===== config.mk =====
export PLATFORM = sky130hd
export DESIGN_NAME = matrix_keypad_scanner_core_flat
export DESIGN_NICKNAME = d
export VERILOG_FILES = /design/src/sv/kps_pkg.sv /design/src/sv/kps_if.sv /design/src/sv/kps_cfg_regs.sv /design/src/sv/kps_col_scan.sv /design/src/sv/kps_row_debounce.sv /design/src/sv/matrix_keypad_scanner_core.sv /design/src/flat_wrapper.sv
export SDC_FILE = /design/constraint.sdc
export NUM_CORES = 1
export LEC_CHECK = 0
export BUFFER_PORTS_ARGS = -buffer_cell sky130_fd_sc_hd__buf_2
export CAP_MARGIN = 25
export CORE_MARGIN = 1
export CORE_UTILIZATION = 35
export DETAILED_ROUTE_END_ITERATION = 10
export PLACE_DENSITY = 0.56
export SKIP_CTS_REPAIR_TIMING = 1
export SLEW_MARGIN = 40
export SYNTH_ARGS = -nofsm -noshare
export SYNTH_HDL_FRONTEND = slang
export SYNTH_HIERARCHICAL = 1
export SYNTH_SLANG_ARGS = --single-unit

===== constraint.sdc =====
create_clock -name clock -period 3.3 [get_ports clock]
set_input_delay 0.99 -clock clock [delete_from_list [all_inputs] [get_ports clock]]
set_output_delay 0.99 -clock clock [all_outputs]
set_load 0.01 [all_outputs]

===== src/sv/kps_pkg.sv =====
// shared constants, types and key table for the keypad scanner
package kps_pkg;

   localparam int ROW_COUNT          = 4;
   localparam int COL_COUNT          = 4;
   localparam int ROW_IDX_W          = $clog2(ROW_COUNT);
   localparam int COL_IDX_W          = $clog2(COL_COUNT);
   localparam int KEY_CODE_W         = 4;
   localparam int TIMER_BITS_DEFAULT = 16;

   localparam int CSR_DATA_W  = 16;
   localparam int CSR_INDEX_W = 1;

   localparam logic [CSR_INDEX_W-1:0] REG_COLUMN_DWELL = 1'd0;
   localparam logic [CSR_INDEX_W-1:0] REG_HOLDOFF      = 1'd1;

   localparam logic [CSR_DATA_W-1:0] COLUMN_DWELL_RESET = 16'd25;
   localparam logic [CSR_DATA_W-1:0] HOLDOFF_RESET      = 16'd100;

   localparam logic [KEY_CODE_W-1:0] KEY_A = 4'hA;
   localparam logic [KEY_CODE_W-1:0] KEY_B = 4'hB;
   localparam logic [KEY_CODE_W-1:0] KEY_C = 4'hC;
   localparam logic [KEY_CODE_W-1:0] KEY_D = 4'hD;
   localparam logic [KEY_CODE_W-1:0] KEY_E = 4'hE;
   localparam logic [KEY_CODE_W-1:0] KEY_F = 4'hF;

   // printed legend of the hex keypad, [row][column]
   localparam logic [KEY_CODE_W-1:0] PAD_CODE [ROW_COUNT][COL_COUNT] = '{
      '{4'h1, 4'h2, 4'h3, KEY_C},
      '{4'h4, 4'h5, 4'h6, KEY_D},
      '{4'h7, 4'h8, 4'h9, KEY_E},
      '{KEY_A, 4'h0, KEY_B, KEY_F}
   };

   typedef struct packed {
      logic                 pending;
      logic                 new_key;
      logic [ROW_IDX_W-1:0] row;
      logic [COL_IDX_W-1:0] col;
   } key_state_type;

endpackage


===== src/sv/kps_if.sv =====
// valid/ready channels for tick words and scan result words
interface kps_req_if;
   logic                         valid;
   logic                         ready;
   logic [kps_pkg::ROW_COUNT-1:0] row_rise;
   logic                         take_key;

   modport source (output valid, output row_rise, output take_key, input ready);
   modport sink   (input valid, input row_rise, input take_key, output ready);
endinterface

interface kps_rsp_if;
   logic                          valid;
   logic                          ready;
   logic [kps_pkg::COL_COUNT-1:0]  column_drive;
   logic                          key_pending;
   logic                          new_key;
   logic [kps_pkg::ROW_IDX_W-1:0]  key_row;
   logic [kps_pkg::COL_IDX_W-1:0]  key_col;
   logic [kps_pkg::KEY_CODE_W-1:0] key_code;

   modport source (output valid, output column_drive, output key_pending, output new_key,
                   output key_row, output key_col, output key_code, input ready);
   modport sink   (input valid, input column_drive, input key_pending, input new_key,
                   input key_row, input key_col, input key_code, output ready);
endinterface


===== src/sv/kps_cfg_regs.sv =====
// configuration registers with saturation to the timer width
module kps_cfg_regs #(
   parameter int TIMER_BITS = kps_pkg::TIMER_BITS_DEFAULT
) (
   input  logic                               clock,
   input  logic                               reset,
   input  logic                               csr_write_enable,
   input  logic [kps_pkg::CSR_INDEX_W-1:0]    csr_index,
   input  logic [kps_pkg::CSR_DATA_W-1:0]     csr_write_data,
   output logic [TIMER_BITS-1:0]              dwell_ticks,
   output logic [TIMER_BITS-1:0]              holdoff_ticks
);
   import kps_pkg::*;

   localparam logic [TIMER_BITS-1:0] TMAX = {TIMER_BITS{1'b1}};

   logic [CSR_DATA_W-1:0] dwell_ff;
   logic [CSR_DATA_W-1:0] dwell_in;
   logic [CSR_DATA_W-1:0] holdoff_ff;
   logic [CSR_DATA_W-1:0] holdoff_in;

   always_comb begin
      dwell_in   = dwell_ff;
      holdoff_in = holdoff_ff;
      if (csr_write_enable) begin
         case (csr_index)
            REG_COLUMN_DWELL: dwell_in   = csr_write_data;
            REG_HOLDOFF:      holdoff_in = csr_write_data;
            default: ;
         endcase
      end
   end

   always_ff @(posedge clock) begin
      if (reset) begin
         dwell_ff   <= COLUMN_DWELL_RESET;
         holdoff_ff <= HOLDOFF_RESET;
      end else begin
         dwell_ff   <= dwell_in;
         holdoff_ff <= holdoff_in;
      end
   end

   // values beyond the counter range clamp to its maximum
   assign dwell_ticks   = (33'(dwell_ff) > 33'(TMAX)) ? TMAX : TIMER_BITS'(dwell_ff);
   assign holdoff_ticks = (33'(holdoff_ff) > 33'(TMAX)) ? TMAX : TIMER_BITS'(holdoff_ff);

endmodule


===== src/sv/kps_col_scan.sv =====
// column rotation with dwell counter
module kps_col_scan #(
   parameter int TIMER_BITS = kps_pkg::TIMER_BITS_DEFAULT
) (
   input  logic                            clock,
   input  logic                            reset,
   input  logic                            step,
   input  logic [TIMER_BITS-1:0]           dwell_ticks,
   output logic [kps_pkg::COL_IDX_W-1:0]   active_col
);
   import kps_pkg::*;

   logic [TIMER_BITS-1:0] count_ff;
   logic [TIMER_BITS-1:0] count_in;
   logic [COL_IDX_W-1:0]  col_ff;
   logic [COL_IDX_W-1:0]  col_in;
   logic [TIMER_BITS-1:0] dwell_eff;
   logic [TIMER_BITS-1:0] count_next;
   logic                  wrap;

   always_comb begin
      // zero dwell behaves as one tick per column
      dwell_eff  = (dwell_ticks == '0) ? TIMER_BITS'(1) : dwell_ticks;
      count_next = count_ff + 1'b1;
      wrap       = (count_next >= dwell_eff) || (count_next == '0);
      count_in   = count_ff;
      col_in     = col_ff;
      if (step) begin
         count_in = wrap ? '0 : count_next;
         col_in   = wrap ? col_ff + 1'b1 : col_ff;
      end
   end

   always_ff @(posedge clock) begin
      if (reset) begin
         count_ff <= '0;
         col_ff   <= '0;
      end else begin
         count_ff <= count_in;
         col_ff   <= col_in;
      end
   end

   assign active_col = col_ff;

   a_col_moves_on_wrap: assert property (@(posedge clock) disable iff (reset)
      step |=> (col_ff == $past(col_ff)) || (count_ff == '0))
      else $error("column advanced without dwell counter wrap");

endmodule


===== src/sv/kps_row_debounce.sv =====
// per-row hold-off counters, winner select and key latch
module kps_row_debounce #(
   parameter int TIMER_BITS = kps_pkg::TIMER_BITS_DEFAULT
) (
   input  logic                            clock,
   input  logic                            reset,
   input  logic                            step,
   input  logic [kps_pkg::ROW_COUNT-1:0]   row_rise,
   input  logic                            take_key,
   input  logic [kps_pkg::COL_IDX_W-1:0]   active_col,
   input  logic [TIMER_BITS-1:0]           holdoff_ticks,
   output kps_pkg::key_state_type          key_state
);
   import kps_pkg::*;

   logic [TIMER_BITS-1:0] holdoff_ff [ROW_COUNT];
   logic [TIMER_BITS-1:0] holdoff_in [ROW_COUNT];
   logic                  pending_ff;
   logic                  pending_in;
   logic [ROW_IDX_W-1:0]  row_ff;
   logic [ROW_IDX_W-1:0]  row_in;
   logic [COL_IDX_W-1:0]  col_ff;
   logic [COL_IDX_W-1:0]  col_in;
   logic                  accepted;
   logic [ROW_IDX_W-1:0]  win_row;

   always_comb begin
      accepted = 1'b0;
      win_row  = '0;
      // scan downwards so the lowest row ends up as winner
      for (int r = ROW_COUNT - 1; r >= 0; r--) begin
         if (row_rise[r] && (holdoff_ff[r] == '0)) begin
            accepted = 1'b1;
            win_row  = ROW_IDX_W'(r);
         end
      end
      for (int r = 0; r < ROW_COUNT; r++) begin
         holdoff_in[r] = holdoff_ff[r];
         if (step) begin
            if (row_rise[r]) begin
               holdoff_in[r] = holdoff_ticks;
            end else if (holdoff_ff[r] != '0) begin
               holdoff_in[r] = holdoff_ff[r] - 1'b1;
            end
         end
      end
      pending_in = pending_ff;
      row_in     = row_ff;
      col_in     = col_ff;
      if (step) begin
         pending_in = accepted | (pending_ff & ~take_key);
         if (accepted) begin
            row_in = win_row;
            col_in = active_col;
         end
      end
   end

   always_ff @(posedge clock) begin
      if (reset) begin
         for (int r = 0; r < ROW_COUNT; r++) begin
            holdoff_ff[r] <= '0;
         end
         pending_ff <= 1'b0;
         row_ff     <= '0;
         col_ff     <= '0;
      end else begin
         for (int r = 0; r < ROW_COUNT; r++) begin
            holdoff_ff[r] <= holdoff_in[r];
         end
         pending_ff <= pending_in;
         row_ff     <= row_in;
         col_ff     <= col_in;
      end
   end

   always_comb begin
      key_state.pending = pending_in;
      key_state.new_key = accepted;
      key_state.row     = row_in;
      key_state.col     = col_in;
   end

   a_edge_reloads: assert property (@(posedge clock) disable iff (reset)
      step && row_rise[0] |=> holdoff_ff[0] == $past(holdoff_ticks))
      else $error("row edge did not reload its hold-off");

   a_accept_needs_idle_row: assert property (@(posedge clock) disable iff (reset)
      step && accepted |-> holdoff_ff[win_row] == '0)
      else $error("key accepted on a row still in hold-off");

endmodule


===== src/sv/matrix_keypad_scanner_core.sv =====
// 4x4 keypad scanner: tick words in, one scan result word out per tick
//
// Each accepted tick word carries the row rising edges and a take strobe;
// each produces exactly one result word. The block takes one word per
// clock cycle unless back-pressure holds it: a word goes into an input
// register, and the column, hold-off and key-latch state is updated from
// it when it moves on, while the result is loaded into the output
// register. Both registers hold under back-pressure, and the input side
// keeps taking words while a result waits as long as the output register
// frees up in the same cycle. Column dwell and per-row hold-off come
// from the two registers of the csr port and are counted in ticks,
// clamped to TIMER_BITS.
module matrix_keypad_scanner_core #(
   parameter int TIMER_BITS = kps_pkg::TIMER_BITS_DEFAULT
) (
   input  logic                           clock,
   input  logic                           reset,
   kps_req_if.sink                        req_chan,
   kps_rsp_if.source                      rsp_chan,
   input  logic                           csr_write_enable,
   input  logic [kps_pkg::CSR_INDEX_W-1:0] csr_index,
   input  logic [kps_pkg::CSR_DATA_W-1:0]  csr_write_data
);
   import kps_pkg::*;

   logic [TIMER_BITS-1:0] dwell_ticks;
   logic [TIMER_BITS-1:0] holdoff_ticks;
   logic [COL_IDX_W-1:0]  active_col;
   key_state_type         key_state;

   logic                  in_valid_ff;
   logic                  in_valid_in;
   logic [ROW_COUNT-1:0]  in_rise_ff;
   logic                  in_take_ff;
   logic                  out_valid_ff;
   logic                  out_valid_in;
   logic [COL_COUNT-1:0]  drive_ff;
   logic                  pending_ff;
   logic                  new_key_ff;
   logic [ROW_IDX_W-1:0]  row_ff;
   logic [COL_IDX_W-1:0]  col_ff;
   logic [KEY_CODE_W-1:0] code_ff;
   logic                  advance;
   logic                  req_take;

   kps_cfg_regs #(.TIMER_BITS(TIMER_BITS)) u_cfg (
      .clock            (clock),
      .reset            (reset),
      .csr_write_enable (csr_write_enable),
      .csr_index        (csr_index),
      .csr_write_data   (csr_write_data),
      .dwell_ticks      (dwell_ticks),
      .holdoff_ticks    (holdoff_ticks)
   );

   kps_col_scan #(.TIMER_BITS(TIMER_BITS)) u_col (
      .clock       (clock),
      .reset       (reset),
      .step        (advance),
      .dwell_ticks (dwell_ticks),
      .active_col  (active_col)
   );

   kps_row_debounce #(.TIMER_BITS(TIMER_BITS)) u_rows (
      .clock         (clock),
      .reset         (reset),
      .step          (advance),
      .row_rise      (in_rise_ff),
      .take_key      (in_take_ff),
      .active_col    (active_col),
      .holdoff_ticks (holdoff_ticks),
      .key_state     (key_state)
   );

   // a held word moves on when the output register is empty or being drained
   assign advance        = in_valid_ff & (~out_valid_ff | rsp_chan.ready);
   assign req_chan.ready = ~in_valid_ff | advance;
   assign req_take       = req_chan.valid & req_chan.ready;
   assign in_valid_in    = req_take | (in_valid_ff & ~advance);
   assign out_valid_in   = advance | (out_valid_ff & ~rsp_chan.ready);

   always_ff @(posedge clock) begin
      if (reset) begin
         in_valid_ff  <= 1'b0;
         out_valid_ff <= 1'b0;
      end else begin
         in_valid_ff  <= in_valid_in;
         out_valid_ff <= out_valid_in;
      end
   end

   always_ff @(posedge clock) begin
      if (req_take) begin
         in_rise_ff <= req_chan.row_rise;
         in_take_ff <= req_chan.take_key;
      end
      if (advance) begin
         drive_ff   <= COL_COUNT'(1) << active_col;
         pending_ff <= key_state.pending;
         new_key_ff <= key_state.new_key;
         row_ff     <= key_state.row;
         col_ff     <= key_state.col;
         code_ff    <= PAD_CODE[key_state.row][key_state.col];
      end
   end

   assign rsp_chan.valid        = out_valid_ff;
   assign rsp_chan.column_drive = drive_ff;
   assign rsp_chan.key_pending  = pending_ff;
   assign rsp_chan.new_key      = new_key_ff;
   assign rsp_chan.key_row      = row_ff;
   assign rsp_chan.key_col      = col_ff;
   assign rsp_chan.key_code     = code_ff;

   a_new_key_pending: assert property (@(posedge clock) disable iff (reset)
      out_valid_ff |-> !new_key_ff || pending_ff)
      else $error("new key shown without pending flag");

   a_drive_onehot: assert property (@(posedge clock) disable iff (reset)
      out_valid_ff |-> $onehot(drive_ff))
      else $error("column drive not one-hot");

   a_no_step_when_blocked: assert property (@(posedge clock) disable iff (reset)
      out_valid_ff && !rsp_chan.ready |-> !advance)
      else $error("state stepped while result word was stalled");

endmodule


===== src/flat_wrapper.sv =====
// flat-port wrapper written by rule: the top's interface ports become plain ports
module matrix_keypad_scanner_core_flat import kps_pkg::*;
#(
   parameter int TIMER_BITS = kps_pkg::TIMER_BITS_DEFAULT
)
  (clock, reset, csr_write_enable, csr_index, csr_write_data, req_chan_valid, req_chan_row_rise, req_chan_take_key, req_chan_ready, rsp_chan_valid, rsp_chan_column_drive, rsp_chan_key_pending, rsp_chan_new_key, rsp_chan_key_row, rsp_chan_key_col, rsp_chan_key_code, rsp_chan_ready);
  kps_req_if req_chan_i ();
  kps_rsp_if rsp_chan_i ();
  input  logic clock;
  input  logic reset;
  input  logic csr_write_enable;
  input  logic [kps_pkg::CSR_INDEX_W-1:0] csr_index;
  input  logic [kps_pkg::CSR_DATA_W-1:0] csr_write_data;
  input wire logic [$bits(req_chan_i.valid)-1:0] req_chan_valid;
  input wire logic [$bits(req_chan_i.row_rise)-1:0] req_chan_row_rise;
  input wire logic [$bits(req_chan_i.take_key)-1:0] req_chan_take_key;
  output wire logic [$bits(req_chan_i.ready)-1:0] req_chan_ready;
  output wire logic [$bits(rsp_chan_i.valid)-1:0] rsp_chan_valid;
  output wire logic [$bits(rsp_chan_i.column_drive)-1:0] rsp_chan_column_drive;
  output wire logic [$bits(rsp_chan_i.key_pending)-1:0] rsp_chan_key_pending;
  output wire logic [$bits(rsp_chan_i.new_key)-1:0] rsp_chan_new_key;
  output wire logic [$bits(rsp_chan_i.key_row)-1:0] rsp_chan_key_row;
  output wire logic [$bits(rsp_chan_i.key_col)-1:0] rsp_chan_key_col;
  output wire logic [$bits(rsp_chan_i.key_code)-1:0] rsp_chan_key_code;
  input wire logic [$bits(rsp_chan_i.ready)-1:0] rsp_chan_ready;
  assign req_chan_i.valid = req_chan_valid;
  assign req_chan_i.row_rise = req_chan_row_rise;
  assign req_chan_i.take_key = req_chan_take_key;
  assign req_chan_ready = req_chan_i.ready;
  assign rsp_chan_valid = rsp_chan_i.valid;
  assign rsp_chan_column_drive = rsp_chan_i.column_drive;
  assign rsp_chan_key_pending = rsp_chan_i.key_pending;
  assign rsp_chan_new_key = rsp_chan_i.new_key;
  assign rsp_chan_key_row = rsp_chan_i.key_row;
  assign rsp_chan_key_col = rsp_chan_i.key_col;
  assign rsp_chan_key_code = rsp_chan_i.key_code;
  assign rsp_chan_i.ready = rsp_chan_ready;
  matrix_keypad_scanner_core #(.TIMER_BITS(TIMER_BITS)) u_core (.clock(clock), .reset(reset), .req_chan(req_chan_i), .rsp_chan(rsp_chan_i), .csr_write_enable(csr_write_enable), .csr_index(csr_index), .csr_write_data(csr_write_data));
endmodule

# Word-level counts from Yosys, hierarchy flattened

Memory sizes are Yosys's and may differ from the RTL's.
Cells that the tools add are included.

Mux-type cells: 40
$mul: 0
Divide/modulo/power cells: 0
$lt $le $gt $ge: 3
Shift operators: 1
Equal/unequal tests: 0
$add $sub $neg: 6
Reductions and logical operators: 18
Bitwise gates (word level): 22

Operators by type and width:

| cell                                                                 | number |
|---|---|
| 16-bit two-way mux                                                   | 20 |
| 16-bit logical NOT                                                   | 6 |
| 16-bit nonzero test                                                  | 4 |
| 16-bit by 1-bit subtractor with 16-bit output, second input constant | 4 |
| 16-bit binary-select mux with 2-bit select                           | 1 |
| 16-bit by 1-bit adder with 16-bit output, second input constant      | 1 |
| 16-bit greater-or-equal comparator                                   | 1 |
| 2-bit two-way mux                                                    | 8 |
| 1-bit bitwise OR                                                     | 9 |
| 4-bit binary-select mux with 2-bit select                            | 1 |
| 1-bit two-way mux                                                    | 8 |
| 4-bit two-way mux                                                    | 2 |
| 3-bit greater-or-equal comparator, second input constant             | 2 |
| 1-bit NOT                                                            | 6 |
| 2-bit NOT with 3-bit output                                          | 2 |
| 2-bit AND reduction                                                  | 3 |
| 1-bit bitwise AND                                                    | 5 |
| 1-bit logical AND                                                    | 4 |
| 1-bit by 2-bit left shift with 4-bit output, first input constant    | 1 |
| 2-bit by 1-bit adder with 2-bit output, second input constant        | 1 |
| 1-bit logical OR                                                     | 1 |

Output and inout port bits: 16
RAM bits: 64
Bits in latches: 0
Memories: 1
Bits of input ports: 27
Bits in registers: 76
Word-level logic and storage cells: 108
ROM bits: 0

Memory list:

| name                     | words | bits a word | rd ports | clocked after Yosys merged registers in | write ports | line                   | text |
|---|---|---|---|---|---|---|---|
| u_core.u_rows.holdoff_ff | 4     | 16          | 4        | 0                                       | 4           | kps_row_debounce.sv:16 | `logic [TIMER_BITS-1:0] holdoff_ff [ROW_COUNT];` |

# Logic depth before layout (Yosys ltp)

Depth in word-level cells: 15
Depth in mapped cells: 15

# Hierarchy

Netlist, hierarchy kept.

Modules (own cells, without submodules):

| module                     | times used | seq. area each (um^2) | area an instance (um^2) | cells an instance |
|---|---|---|---|---|
| kps_row_debounce           | 1          | 1381.3                | 4445.5                  | 629 |
| kps_col_scan               | 1          | 360.3                 | 1629.1                  | 211 |
| kps_cfg_regs               | 1          | 640.6                 | 1375.1                  | 129 |
| matrix_keypad_scanner_core | 1          | 610.6                 | 894.6                   | 56 |

# Worst setup path before layout

OpenSTA, ideal clock, no wires.

Path kind: input to register
From: input port rsp_chan_ready
To: register u_core.code_ff[2], in the netlist u_core/rsp_chan.key_code[2], data pin
Arrival: 3.277 ns
Stages on the path: 10
Setup slack: -0.236 ns
Cell sequence: nand2b_1 > and2_1 > clkbuf_1 > buf_1 > a21oi_1 > a21oi_1 > inv_1 > ha_1 > mux2i_1 > mux2i_1

RTL lines:

| what                 | line                              | text |
|---|---|---|
| from (decl)          | flat_wrapper.sv:25                | `input wire logic [$bits(rsp_chan_i.ready)-1:0] rsp_chan_ready;` |
| to (signal assigned) | matrix_keypad_scanner_core.sv:103 | `code_ff <= PAD_CODE[key_state.row][key_state.col];` |
| to (decl)            | matrix_keypad_scanner_core.sv:42  | `logic [KEY_CODE_W-1:0] code_ff;` |

# Worst setup path in the final report

From: register u_core.u_col.count_ff[0]
To: register u_core.u_col.count_ff[0]

Longest elaborated chain between the ends: 4

Ends and longest elaborated chain:

| what                                                                     | line               | text |
|---|---|---|
| from (decl)                                                              | kps_col_scan.sv:13 | `logic [TIMER_BITS-1:0] count_ff;` |
| from (signal assigned)                                                   | kps_col_scan.sv:39 | `count_ff <= count_in;` |
| 16-bit by 1-bit adder with 16-bit output (*)                             | kps_col_scan.sv:24 | `count_next = count_ff + 1'b1;` |
| 16-bit greater-or-equal comparator or 16-bit logical NOT (tied branches) | kps_col_scan.sv:25 | `wrap = (count_next >= dwell_eff) \|\| (count_next == '0);` |
| 1-bit logical OR                                                         | kps_col_scan.sv:25 |  |
| 16-bit two-way mux (*)                                                   | kps_col_scan.sv:29 | `count_in = wrap ? '0 : count_next;` |

Every way passes the cells marked *; elsewhere a longest branch is shown, timed or not.
A chain may end at the register's enable or synchronous reset.

==> results.yml <==
synth:
  syn_area_per_cell_um2: 8.14
  synth_edf_count: 19
  synth_compound_area_share_pct: 21.1
  synth_ff_type: "dfxtp_1"
  syn-num-nets: 1083
  synth_top_family_by_area: "simple AND/OR/NAND/NOR gates"
  ys_seq_elements: 140
  ys_async_sr_fraction_pct: 0
  yosysSeqAreaShare_pct: 35.9
  synth_mux_area_share_pct: 4.54
  ys_types: 77
  syn_inst: 1025
  synth-simple-area-share_pct: 25.4
  synth-adder-area-share_pct: 4.65
  synth_xor_area_share_pct: 1.68
  yosysWarnings: 6
  synth_area_um2: 8340
status:
  outcome: "complete, no violations"
drt:
  drt_iter0_markers: 733
  vias_per_cell: 5.44
  maxUsedRoutingLayer: "met4"
  wl_per_cell_um: 16.4
  firstDrtPassIters: 5
  final_antenna_net_count: 0
  totalWireLength_um: 22500
  route.vias.total: 7457
  route.met3.wl_um: 1190
  dr_wl_met2_um: 9920
  drc: 0
  wl_met1_um: 11000
job:
  maxCapViolations: 0
layout:
  finish.utilization_pct: 40.5
  final_common_cell: "dfxtp_1"
  diodes: 0
  final_cell_mix: "121 x dfxtp_1, 109 x nand2_1, 86 x a21oi_1"
  layout-drive-gt1-share_pct: 13.7
  syn2layout_area_growth_pct: 13.6
  fin_cells: 1372
  layout.nets: 1098
sta:
  setup_viol: 0
  max_freq_mhz: 324
  hold_viol: 0
  worst_clock_skew_ns: 0.00969
  setup_tns_ns: 0
  period_share_pct: 93.5
  tightest_slew_ns: 0.787
  slew_headroom_pct: 47.3
  drv_slew: 0
  rsz0062_at_grt: "no"
  period_needed_ns: 3.09
placement:
  dpl.cell_count: 1340
  portBuffers: 42
  routabilityCongestion: 0.853
  place_hpwl_um: 15100
pwr:
  finalPower_w: 0.00524
  p_leak_nw: 3.57
  p_per_area_nw_per_um2: 553
  ir_drop_uv: 303
clocking:
  clock_path_buffers: 2
  cts-root-buf: "clkbuf_16"
  clock_latency_ns: 0.42
  numCtsBuffers: 17
  htree_levels: 4
  cts.clk_slew.worst_paths_ns: 0.06
  tritoncts: "built"
  cts.sink_count: 140
critical_path:
  crit_type: "flop to flop"
  cp-start-kind: "flop"
  crit_family: "simple AND/OR/NAND/NOR gates"
  cp_cell_sequence: "ha_2 > and2_4 > nand3_2 > o21a_1 > or2_1 > ha_1 > o2111ai_1 > inv_1 > a221oi_2 > o21ai_2 > nor2_1 > buf_4 > nand3b_1 > a21oi_1"
  cpMaxStageDelayCell: "dfxtp_1"
  cpPeakStageDelay_ns: 0.42
  worstSetupEndpointType: "flop"
  path_buf_inv: 2
  cp.required_ns: 3.65
  crit_arrival_ns: 3.44
  crit_path_max_fanout: 9
hold_path:
  hold_class: "flop to flop"
global_route:
  grt_max_degree: 57
  grt_antenna_before_repair: 0
  gr-total-overflow: 0
  grt_pass1_vias: 6763
  grt_pass1_wl_um: 36500
  grtUsageTotal_pct: 19.1
floorplan:
  die_h_um: 156
  die_area_um2: 24500
  core_um2: 23400
  start_util_pct: 35.7
  row_count: 56
  ios: 43
  die_w_um: 156
[layout make-up]
| type | instances | area (µm²) |
|---|---|---|
| clock buffer | 22 | 454 |
| multi-input combinational | 765 | 4820 |
| inverter | 47 | 176 |
| timing repair buffer | 69 | 453 |
| tap | 319 | 399 |
| clock inverter | 10 | 188 |
| fill | 2398 | 13900 |
| sequential | 140 | 2990 |
[stage by stage]
step	hold slack [ns]	setup WS [ns]	cell area (µm²)
after floorplan	0.428	0.0529	8350
after global placement	0.449	0.293	8810
after detailed placement	0.457	0.222	8820
after CTS	0.466	0.176	9460
after global routing	0.483	0.0211	9480
final	0.464	0.214	9480
[cell usage after synthesis (5+ instances only)]
cell type,instances,area share (%)
o22ai_1,5,0.37
nor4_1,13,0.97
a22o_1,14,1.5
nand3_1,30,1.8
xor2_1,5,0.52
o31ai_1,12,1.1
a22oi_1,8,0.72
a211oi_1,16,1.4
xnor2_1,11,1.2
o21ai_1,15,0.90
edfxtp_1,19,6.8
and3_1,7,0.52
dfxtp_1,121,29
clkbuf_1,44,2.0
nor2_1,83,3.7
or4_1,5,0.45
or3_1,8,0.60
nand2_1,109,4.9
inv_1,46,2.1
a31oi_1,7,0.52
buf_1,6,0.27
nor4_2,5,0.75
o21ai_0,73,4.4
nand4_1,12,0.90
buf_6,7,0.94
nand3b_1,5,0.45
nand2b_1,41,3.1
o41ai_1,9,0.94
a221oi_1,6,0.63
ha_1,31,4.6
o21a_1,6,0.54
a21oi_1,87,5.2
and2_1,6,0.45
mux2i_1,33,4.0
buf_2,10,0.60
nor3_1,24,1.4
[state kept, by name (all words and copies together), names as in the netlist, 2 cells and up]
register / count
u_core/u_cfg/dwell_ticks: 16
u_core/rsp_chan.key_row: 2
u_core/u_col/active_col: 2
u_core/u_cfg/holdoff_ticks: 16
u_core/rsp_chan.key_col: 2
u_core/u_rows/row_ff: 2
u_core/rsp_chan.key_code: 4
u_core/u_col/count_ff: 16
u_core/u_rows/holdoff_ff: 64
u_core/rsp_chan.column_drive: 4
u_core/u_rows/col_ff: 2
u_core/in_rise_ff: 4
[power breakdown]
group | internal, W | switching (W)
clock network | 0.00137 | 0.000769
logic | 0.000454 | 0.000674
registers | 0.00185 | 0.000132
[routing by layer]
metal / vias to the layer above / GRT usage, %
met5: - / 0
met4: 0 / 5.23
met3: 17 / 3.85
met2: 180 / 29.3
met1: 3546 / 27.1
li1: 3714 / -
[worst paths after layout]
kind,startpoint,end,slack [ns],cells past startpoint
hold reg to reg,u_core/u_rows/pending_ff,u_core/u_rows/pending_ff,0.46,2
setup / recovery,u_core/u_col/count_ff[0],u_core/u_col/count_ff[0],0.21,14
hold / removal,u_core/u_rows/pending_ff,u_core/u_rows/pending_ff,0.46,2
setup reg to reg,u_core/u_col/count_ff[0],u_core/u_col/count_ff[0],0.21,14
[logic make-up (layout without fill, tap and decap cells)]
group | count (synthesis) | count (layout)
compound gates | 284 | 284
flops | 140 | 140
fa+ha+maj | 31 | 31
buf+inv | 120 | 148
mux | 37 | 37
xor+xnor | 16 | 16
simple gates | 397 | 397
[worst min-delay path: stages (launching register included)]
cell and delay, ns:
dfxtp_1 0.30, nand2_1 0.06, a21oi_1 0.06
(Power assumes the default switching activity.)
